--- config.mk ---
export PLATFORM = sky130hd
export DESIGN_NAME = sorted_insert_list
export DESIGN_NICKNAME = d
export VERILOG_FILES = /design/src/sv/sil_pkg.sv /design/src/sv/sorted_insert_list.sv /design/src/sv/sil_dpath.sv /design/src/sv/sil_ctrl.sv
export VERILOG_INCLUDE_DIRS = /design/src /design/src/sv
export SDC_FILE = /design/constraint.sdc
export NUM_CORES = 2
export LEC_CHECK = 0
export BUFFER_PORTS_ARGS = -buffer_cell sky130_fd_sc_hd__buf_2
export CAP_MARGIN = 20
export CELL_PAD_IN_SITES_DETAIL_PLACEMENT = 0
export CELL_PAD_IN_SITES_GLOBAL_PLACEMENT = 1
export CORE_MARGIN = 2
export CORE_UTILIZATION = 40
export CTS_CLUSTER_SIZE = 16
export DETAILED_ROUTE_END_ITERATION = 10
export PLACE_DENSITY_LB_ADDON = 0.2
export SETUP_SLACK_MARGIN = 0.3
export SYNTH_ARGS = -nofsm -noshare
export SYNTH_HDL_FRONTEND = slang
export SYNTH_HIERARCHICAL = 1
export SYNTH_SLANG_ARGS = --single-unit
--- constraint.sdc ---
create_clock -name clk -period 18.05 [get_ports clk]
set_input_delay 4.5125 -clock clk [delete_from_list [all_inputs] [get_ports clk]]
set_output_delay 4.5125 -clock clk [all_outputs]
set_load 0.01 [all_outputs]
--- src/sv/sorted_insert_list_defines.svh ---
// assertion macros for the sorted insert list
`ifndef SORTED_INSERT_LIST_DEFINES_SVH
`define SORTED_INSERT_LIST_DEFINES_SVH

`ifndef SYNTH
// same-cycle implication, checked on every rising edge outside reset
`define SIL_ASSERT_NOW(lbl, ante, cons, msg) \
  lbl: assert property (@(posedge clk) disable iff (rst) (ante) |-> (cons)) else $error(msg);
// next-cycle implication
`define SIL_ASSERT_NEXT(lbl, ante, cons, msg) \
  lbl: assert property (@(posedge clk) disable iff (rst) (ante) |=> (cons)) else $error(msg);
`else
`define SIL_ASSERT_NOW(lbl, ante, cons, msg)
`define SIL_ASSERT_NEXT(lbl, ante, cons, msg)
`endif

`endif

--- src/sv/sil_pkg.sv ---
`timescale 1ns / 1ps
`default_nettype none

package sil_pkg;

  // command codes
  localparam logic [1:0] CMD_INSERT = 2'd0;
  localparam logic [1:0] CMD_COUNT  = 2'd1;
  localparam logic [1:0] CMD_DUMP   = 2'd2;

  // status codes
  localparam logic [1:0] STS_OK    = 2'd0;
  localparam logic [1:0] STS_FULL  = 2'd1;
  localparam logic [1:0] STS_EMPTY = 2'd2;

  // request payload
  typedef struct packed {
    logic [1:0]         command;
    logic signed [31:0] value;
  } sil_req_t;

  // result payload
  typedef struct packed {
    logic signed [31:0] data_value;
    logic [4:0]         entry_count;
    logic               last;
    logic [1:0]         status;
  } sil_res_t;

  // what the output register is loaded with
  typedef enum logic [2:0] {
    SEL_INSERT = 3'd0,
    SEL_FULL   = 3'd1,
    SEL_COUNT  = 3'd2,
    SEL_EMPTY  = 3'd3,
    SEL_ENTRY  = 3'd4
  } sil_sel_t;

  // controller to datapath
  typedef struct packed {
    logic     do_insert;
    logic     do_rotate;
    logic     clear_idx;
    logic     load_out;
    sil_sel_t sel;
  } sil_cmd_t;

  // datapath to controller
  typedef struct packed {
    logic full;
    logic empty;
    logic dump_last;
  } sil_stat_t;

endpackage

`default_nettype wire

--- src/sv/sorted_insert_list.sv ---
// channel  | valid      | ready      | payload
// request  | req_valid  | req_ready  | req (command, value)
// result   | res_valid  | res_ready  | res (data_value, entry_count, last, status)
//
// insert and count are registered; the next request can be taken in the following cycle
// a dump of a non-empty store first clears the dump position, then reads one entry a
// cycle while the result is not stalled, from the head cell as the occupied cells
// rotate; requests are held off until the last entry is loaded
// reset clears occupancy, controller state and the result valid; cells are not cleared
// a stalled result holds the output register and, from it, the request side
`timescale 1ns / 1ps
`default_nettype none
`include "sorted_insert_list_defines.svh"

module sorted_insert_list import sil_pkg::*; #(
  parameter int DEPTH = 16
) (
  input  wire logic     clk,
  input  wire logic     rst,
  input  wire logic     req_valid,
  output logic          req_ready,
  input  wire sil_req_t req,
  output logic          res_valid,
  input  wire logic     res_ready,
  output sil_res_t      res
);

  sil_cmd_t  cmd;
  sil_stat_t stat;
  logic      ins_acc_ok;
  logic      ins_res_ok;

  // sequencing
  sil_ctrl u_ctrl (
    .clk       (clk),
    .rst       (rst),
    .req_valid (req_valid),
    .req_ready (req_ready),
    .command   (req.command),
    .res_valid (res_valid),
    .res_ready (res_ready),
    .stat      (stat),
    .cmd       (cmd)
  );

  // cell row, occupancy and output register
  sil_dpath #(
    .DEPTH (DEPTH)
  ) u_dpath (
    .clk   (clk),
    .rst   (rst),
    .value (req.value),
    .cmd   (cmd),
    .stat  (stat),
    .res   (res)
  );

  // terms for the insert check
  assign ins_acc_ok = req_valid && req_ready && (req.command == CMD_INSERT) && !stat.full;
  assign ins_res_ok = res_valid && res.last && (res.status == STS_OK);

  // checks
  `SIL_ASSERT_NOW(a_no_req_in_dump, cmd.do_rotate, !req_ready, "request taken during dump")
  `SIL_ASSERT_NOW(a_no_insert_full, stat.full, !cmd.do_insert, "insert into full store")
  `SIL_ASSERT_NEXT(a_dump_ends, cmd.do_rotate && stat.dump_last, !cmd.do_rotate, "dump overran")
  `SIL_ASSERT_NEXT(a_insert_ok, ins_acc_ok, ins_res_ok, "insert result wrong")

endmodule

`default_nettype wire

--- src/sv/sil_dpath.sv ---
`timescale 1ns / 1ps
`default_nettype none

module sil_dpath import sil_pkg::*; #(
  parameter int DEPTH = 16
) (
  input  wire logic               clk,
  input  wire logic               rst,
  input  wire logic signed [31:0] value,
  input  wire sil_cmd_t           cmd,
  output sil_stat_t               stat,
  output sil_res_t                res
);

  localparam int CNT_W = $clog2(DEPTH + 1);
  localparam int IDX_W = $clog2(DEPTH);

  // row of cells holding the sorted entries, cell 0 smallest
  logic signed [31:0] cells [DEPTH];
  logic [DEPTH-1:0]   less;
  logic [CNT_W-1:0]   n;
  logic [CNT_W-1:0]   n_plus;
  logic [CNT_W-1:0]   last_idx;
  logic [IDX_W-1:0]   idx;
  logic [CNT_W+4:0]   n_ext;
  logic [CNT_W+4:0]   n_plus_ext;

  assign n_plus     = n + CNT_W'(1);
  assign last_idx   = n - CNT_W'(1);
  assign n_ext      = {5'b0, n};
  assign n_plus_ext = {5'b0, n_plus};

  assign stat.full      = (n == CNT_W'(DEPTH));
  assign stat.empty     = (n == '0);
  assign stat.dump_last = (CNT_W'(idx) == last_idx);

  // per-cell compare: stored entry is smaller than the new value
  for (genvar i = 0; i < DEPTH; i++) begin : g_cell
    assign less[i] = (CNT_W'(i) < n) && (cells[i] < value);

    always_ff @(posedge clk) begin
      if (cmd.do_insert) begin
        if (!less[i]) begin
          if (i == 0) begin
            cells[i] <= value;
          end else if (less[(i == 0) ? 0 : i-1]) begin
            cells[i] <= value;
          end else begin
            cells[i] <= cells[(i == 0) ? 0 : i-1];
          end
        end
      end else if (cmd.do_rotate) begin
        // rotate the occupied part left by one, head wraps to the tail
        if (i == DEPTH - 1) begin
          cells[i] <= cells[0];
        end else if (CNT_W'(i) == last_idx) begin
          cells[i] <= cells[0];
        end else begin
          cells[i] <= cells[(i == DEPTH - 1) ? i : i+1];
        end
      end
    end
  end

  // occupancy
  always_ff @(posedge clk) begin
    if (rst) begin
      n <= '0;
    end else if (cmd.do_insert) begin
      n <= n_plus;
    end
  end

  // dump position
  always_ff @(posedge clk) begin
    if (cmd.clear_idx) begin
      idx <= '0;
    end else if (cmd.do_rotate) begin
      idx <= idx + IDX_W'(1);
    end
  end

  // output register
  always_ff @(posedge clk) begin
    if (cmd.load_out) begin
      case (cmd.sel)
        SEL_INSERT: begin
          res <= '{data_value: value, entry_count: n_plus_ext[4:0], last: 1'b1,
                   status: STS_OK};
        end
        SEL_FULL: begin
          res <= '{data_value: value, entry_count: n_ext[4:0], last: 1'b1,
                   status: STS_FULL};
        end
        SEL_COUNT: begin
          res <= '{data_value: '0, entry_count: n_ext[4:0], last: 1'b1,
                   status: STS_OK};
        end
        SEL_EMPTY: begin
          res <= '{data_value: '0, entry_count: 5'd0, last: 1'b1,
                   status: STS_EMPTY};
        end
        SEL_ENTRY: begin
          res <= '{data_value: cells[0], entry_count: n_ext[4:0],
                   last: stat.dump_last, status: STS_OK};
        end
        default: begin
          res <= '{data_value: '0, entry_count: 5'd0, last: 1'b1,
                   status: STS_OK};
        end
      endcase
    end
  end

endmodule

`default_nettype wire

--- src/sv/sil_ctrl.sv ---
`timescale 1ns / 1ps
`default_nettype none

module sil_ctrl import sil_pkg::*; (
  input  wire logic       clk,
  input  wire logic       rst,
  input  wire logic       req_valid,
  output logic            req_ready,
  input  wire logic [1:0] command,
  output logic            res_valid,
  input  wire logic       res_ready,
  input  wire sil_stat_t  stat,
  output sil_cmd_t        cmd
);

  typedef enum logic [1:0] {
    ST_IDLE = 2'b01,
    ST_DUMP = 2'b10
  } state_t;

  state_t state;
  state_t state_next;
  logic   slot_free;
  logic   req_acc;

  // output register can take a new result this cycle
  assign slot_free = !res_valid || res_ready;
  assign req_ready = (state == ST_IDLE) && slot_free;
  assign req_acc   = req_valid && req_ready;

  // command decode and sequencing
  always_comb begin
    state_next    = state;
    cmd.do_insert = 1'b0;
    cmd.do_rotate = 1'b0;
    cmd.clear_idx = 1'b0;
    cmd.load_out  = 1'b0;
    cmd.sel       = SEL_INSERT;
    case (state)
      ST_IDLE: begin
        if (req_acc) begin
          case (command)
            CMD_INSERT: begin
              cmd.load_out  = 1'b1;
              cmd.sel       = stat.full ? SEL_FULL : SEL_INSERT;
              cmd.do_insert = !stat.full;
            end
            CMD_COUNT: begin
              cmd.load_out = 1'b1;
              cmd.sel      = SEL_COUNT;
            end
            CMD_DUMP: begin
              if (stat.empty) begin
                cmd.load_out = 1'b1;
                cmd.sel      = SEL_EMPTY;
              end else begin
                cmd.clear_idx = 1'b1;
                state_next    = ST_DUMP;
              end
            end
            default: begin
            end
          endcase
        end
      end
      ST_DUMP: begin
        if (slot_free) begin
          cmd.load_out  = 1'b1;
          cmd.sel       = SEL_ENTRY;
          cmd.do_rotate = 1'b1;
          if (stat.dump_last) begin
            state_next = ST_IDLE;
          end
        end
      end
      default: begin
        state_next = ST_IDLE;
      end
    endcase
  end

  always_ff @(posedge clk) begin
    if (rst) begin
      state     <= ST_IDLE;
      res_valid <= 1'b0;
    end else begin
      state <= state_next;
      if (cmd.load_out) begin
        res_valid <= 1'b1;
      end else if (res_ready) begin
        res_valid <= 1'b0;
      end
    end
  end

endmodule

`default_nettype wire
* After elaboration in Yosys (flattened, before gate mapping)
Memories as Yosys holds them, arrays and structs flattened.
Index checks and enable logic that the tools add are counted.
** Operators by class
- Reduce and logical (&&, ||, !) cells :: 27
- Eq/ne operators :: 29
- Multiplexer cells :: 314
- Add/subtract/negate cells :: 3
- Bitwise logic cells :: 46
- Magnitude comparators :: 32
** Operator list (number)
- $mux 32 :: 46
- $lt 32x32->1 :: 16
- $mux 1 :: 256
- $pmux 40 s5 :: 1
- $or 1x1->1 :: 46
- $lt 4x5->1 const A :: 8
- $eq 4x5->1 const A :: 7
- $eq 3x5->1 const A :: 4
- $lt 3x5->1 const A :: 4
- $logic_and 1x1->1 :: 18
- $pmux 4 s3 :: 1
- $eq 2x5->1 const A :: 2
- $logic_not 5->1 :: 2
- $lt 1x5->1 const A :: 2
- $lt 2x5->1 const A :: 2
- $mux 2 :: 5
- $mux 4 :: 2
- $pmux 4 s2 :: 1
- $eq 3x2->1 const B :: 2
- $ne 2x2->1 const B :: 3
- $add 5x1->5 const B :: 1
- $eq 1x5->1 const A :: 1
- $eq 4x5->1 :: 1
- $eq 5x5->1 const B :: 1
- other kinds (15) :: 19
** Storage, ports and cells
- Memories kept :: 1
- Bits in writable memories :: 512
- Input bits :: 38
- Word-level logic and storage cells :: 460
- Register bits :: 52
** Memory list
- u_dpath.cells :: words 16, width 32, read ports 16, clocked after memory_dff 0, wr ports 16, line sil_dpath.sv:19 : logic signed [31:0] cells [DEPTH];

* Logic depth before layout (Yosys ltp)
- Depth in word-level cells :: 11
- Depth in mapped cells :: 14
- Mapped depth without buffers :: 11

* Cells and area by module
Netlist, hierarchy kept.
** Modules (own cells, without submodules)
- sil_dpath :: cells an instance 4080, area an instance 41272.1 µm², seq. area each 16756.1 µm², times used 1
- sil_ctrl :: cells an instance 36, area an instance 296.5 µm², seq. area each 60.1 µm², times used 1

* Worst setup path before layout
Ideal clock, no wire load.
- Kind :: input port to output port
- From :: input port res_ready
- To :: output port req_ready
- Buffers on the path :: 0
- Stages :: 2
- Data required time :: 13537 ps
- Slack :: 8663 ps
- Data arrival time :: 4875 ps
- Cell sequence :: and2b_2 nor2_1
** On the way
- Word-level cells in the longest chain between the ends :: 2
** Ends and longest elaborated chain
- start, declared :: line sorted_insert_list.sv:24 : input wire logic res_ready,
- $logic_or 1x1->1 :: line sil_ctrl.sv:27 : assign slot_free = !res_valid || res_ready;
- $logic_and 1x1->1 :: line sil_ctrl.sv:28 : assign req_ready = (state == ST_IDLE) && slot_free;
- end, declared :: line sorted_insert_list.sv:21 : output logic req_ready,
Every way passes these cells.

* Worst setup path after layout
Same ends and word-level chain as after synthesis.

==> summary.txt <==
Clock network
  – Skew-Pair Late Insertion Delay: 0.65 ns
  – Htree depth: 3
  – Clk slew on worst S/H paths: 0.06 ns
  – Hold_buf cts: 0
  – Clk Tree Root Cell: clkbuf_16
  – CTS Buf Count: 71
  – Post-CTS Resized: 0
  – Clock Tree Buf Depth: 3
  – TritonCTS clock tree: done
  – Setup Buffers After CTS: 0
  – Clock sinks: between 500 and 600

Timing
  – RSZ-0062 raised after global routing: no
  – Worst hold slack: between 0.5 and 0.6 ns
  – Max Fclk: about 0.10 GHz
  – Setup_tns: 0 ns
  – Slew headroom: 8.48%
  – Final hold violations: 0
  – Post-route minimum period: 9.54 ns
  – Setup ws final: around 8.5 ns
  – Final Max Tran Viols: 0
  – Fin crit share: between 50% and 60%
  – Worst-margin pin slew: 1.37 ns
  – Layout Skew: between 0.02 and 0.03 ns
  – Final setup fails: 0

Power and ir drop
  – Power, Total: 3.64 mW
  – Reg power frac: between 40% and 50%
  – P_sw: just over 1 mW
  – Cell Int Power: approximately 2.6 mW
  – Pwr dens: 78.0 mW/mm²
  – Part of the power in the clock network: 42.8%
  – Leakage: ~17 nW
  – Peak VDD IR: ~65 µV
  – Sw frac: roughly 28%
  – Combinational share of power: between 10 and 15%

Synthesis
  – Post-synth EDFFs: 552
  – Share of the synthesized area in the top cell type: approximately two fifths
  – Mapped cell area: approximately 0.042 mm²
  – Synth unique cells: 80
  – Synth Area in Simple Gates: 12.8%
  – Multiplexer area fraction after synthesis: between 3 and 4%
  – Flops & latches, synth: 564
  – Xor and xnor area share after synthesis: 0.379%
  – Primary FF master, synth: edfxtp_1
  – Largest family of logic cells by synthesized area: compound AO/OA/AOI/OAI gates
  – Post-synthesis sequential area ratio: roughly two fifths
  – Most common cell in the netlist: edfxtp_1
  – Adder-cell share of the synthesized area: between 10% and 20%
  – Synth Instances: between 4k and 5k
  – Largest area contributor in the netlist: edfxtp_1
  – Share of flip-flops with an asynchronous set or reset: 0%
  – Synth top area cells: edfxtp_1 40%, ha_1 15%, a22oi_1 4.7%, o211ai_1 4.4%, nand2_1 3.8%
  – Compound-Gate Fraction of Synth Area: 24.1%
  – Ys Warns: 6
  – Synthesized net count: 4659
  – Mean post-synth cell area: 10.1 µm²
  – Synth top cells by count: 552 x edfxtp_1, 505 x ha_1, 419 x nand2_1

Min path
  – WHS Path Cells: 2
  – Worst hold-check path type: flip-flop to flip-flop
  – Min-delay src: u_ctrl/state[1]
  – Hold endpoint: u_ctrl/state[1]

Routing
  – DR DRC count: 0
  – WL per Instance: about 36 µm
  – Drt first-iter violations: 5618
  – Vias per std cell: 7.11
  – Detailed Routing Iterations Pass 1: 9
  – Vias: between 30k and 40k
  – Drt total wl: between 200 and 250 mm
  – Antenna-violating nets left: 0

Worst setup path
  – CP required: 13.54 ns
  – CP most frequent cell: buf_2
  – Worst R2R Path Depth: 9
  – Critical path's top delay family: simple AND/OR/NAND/NOR gates
  – CP Buf/Inv Count: 2
  – CP Capture Type: output pin
  – Slowest cell on the critical path: and2b_2
  – Worst setup SP type: input port
  – R2r setup slk: between 10 and 15 ns
  – CP Data Arrival Time: between 5 and 6 ns
  – Reg-to-Reg End: u_dpath/cells[0][72]
  – WS Path Type: input port to output pin
  – Critical path cell sequence: buf_2 > and2b_2 > nor2_1 > buf_2
  – Slowest stage delay, CP: ~0.21 ns
  – Reg2reg start: u_dpath/cells[0][82]
  – Maximum fanout along the worst path: 2

Finish
  – Post-route cell area: about 0.047 mm²
  – Register area: 0.0168 mm²
  – Ant. Diodes: 0
  – Final Instance Count excl. Fillers: ~5.6k
  – Area of the multi-input gates: about 0.024 mm²
  – Final net count: roughly 4.7k
  – Fill cells: 9979
  – Share of cells above drive strength 1: 11.4%
  – Final Core Density: between 40% and 50%
  – Layout area overhead: 12.2%

Die
  – Die Area: roughly 0.11 mm²
  – Core Footprint: around 0.10 mm²
  – Die X: roughly 330 µm
  – I/O pin count: 80
  – Die Y-Extent: roughly 330 µm
  – Row count: 118
  – Starting Density: 40.2%

Run status
  – Outcome: finished clean

Placement
  – DP Worst Slack: 8.17 ns
  – PortBufs: slightly below 80
  – Final estimated routing congestion in global placement: about 0.97
  – Cells after DPL: between 5k and 6k
  – Dpl cell area: about 0.044 mm²
  – Placed wire-length estimate: around 140 mm

Global routing
  – Gr ovfl total: 0
  – Largest net degree at the start of global routing: 65
  – GRT Overall Usage: between 30% and 40%
  – Initial antenna violation count: 7
  – Global-route wire length before repair: roughly 280 mm
  – Number of global-route vias before repair: roughly 38k

Job
  – Max-Cap Viols: 0
==> worst min-delay path: stages, from the launching register on <==
cell,delay [ns]
dfxtp_1,0.32
inv_1,0.07
a311oi_1,0.08
==> cell type report <==
cell class	instances	share of cell area [%]
clock inverter	38	0.950
multi-input combinational	3196	51.1
sequential	564	36.1
tap	1380	3.70
inverter	51	0.411
timing repair buffer	241	3.48
clock buffer	91	4.31
==> placed cells by master (no fill, tap or decap), drive strengths merged, types with 31 or more instances in the layout <==
cell type,instances
ha,505
a222oi,63
o21ai,207
mux2i,101
o221ai,37
o211ai,244
clkbuf,92
a2bb2oi,31
a21o,54
edfxtp,552
mux2,39
a21oi,197
o2111ai,37
nand3,293
a22oi,263
nor2,197
nand4,70
buf,240
a221o,100
nand2,419
inv,52
and2,42
==> how the worst max path moves through the flow <==
stage	from	endpoint	slack (ns)	cells after the start
after detailed placement	req[31]	u_dpath/cells[0][74]	8.17	12
after floorplan	res_ready	req_ready	8.66	2
final	res_ready	req_ready	8.51	4
after CTS	res_ready	req_ready	8.52	4
after global placement	req[31]	u_dpath/cells[0][72]	7.53	12
after global routing	res_ready	req_ready	8.45	4
==> state kept, by name, indices dropped and copies added (netlist names) <==
register	cells
u_ctrl/res_valid	1
u_ctrl/state	2
u_dpath/cells	512
u_dpath/idx	4
u_dpath/n	5
u_dpath/res	40
==> kinds of logic after synthesis <==
kind of cell               after synthesis
muxes                                  140
and+or+nand+nor                       1151
buffers and inverters                  356
DFF                                    564
xor gates and xnor gates                18
AOI/OAI and AO/OA                     1382
adders and majority gates              505
==> power groups by stage <==
stage | clock network (mW) | logic, mW | registers (mW)
after floorplan | 0 | 0.307 | 1.56
after global placement | 0 | 0.502 | 1.58
after detailed placement | 0 | 0.510 | 1.58
after CTS | 1.57 | 0.512 | 1.55
after global routing | 1.61 | 0.567 | 1.56
final | 1.56 | 0.529 | 1.55
==> routing by layer <==
metal  vias to the layer above  GRT usage (%)  wire length, µm
met3                       666           9.18            22900
met4                         6           23.0            14400
met1                     19500           47.0            76600
li1                      16600              -                -
met5                         -              0               33
met2                      2748           55.2            86300
Power figures use the tool's default switching activity.
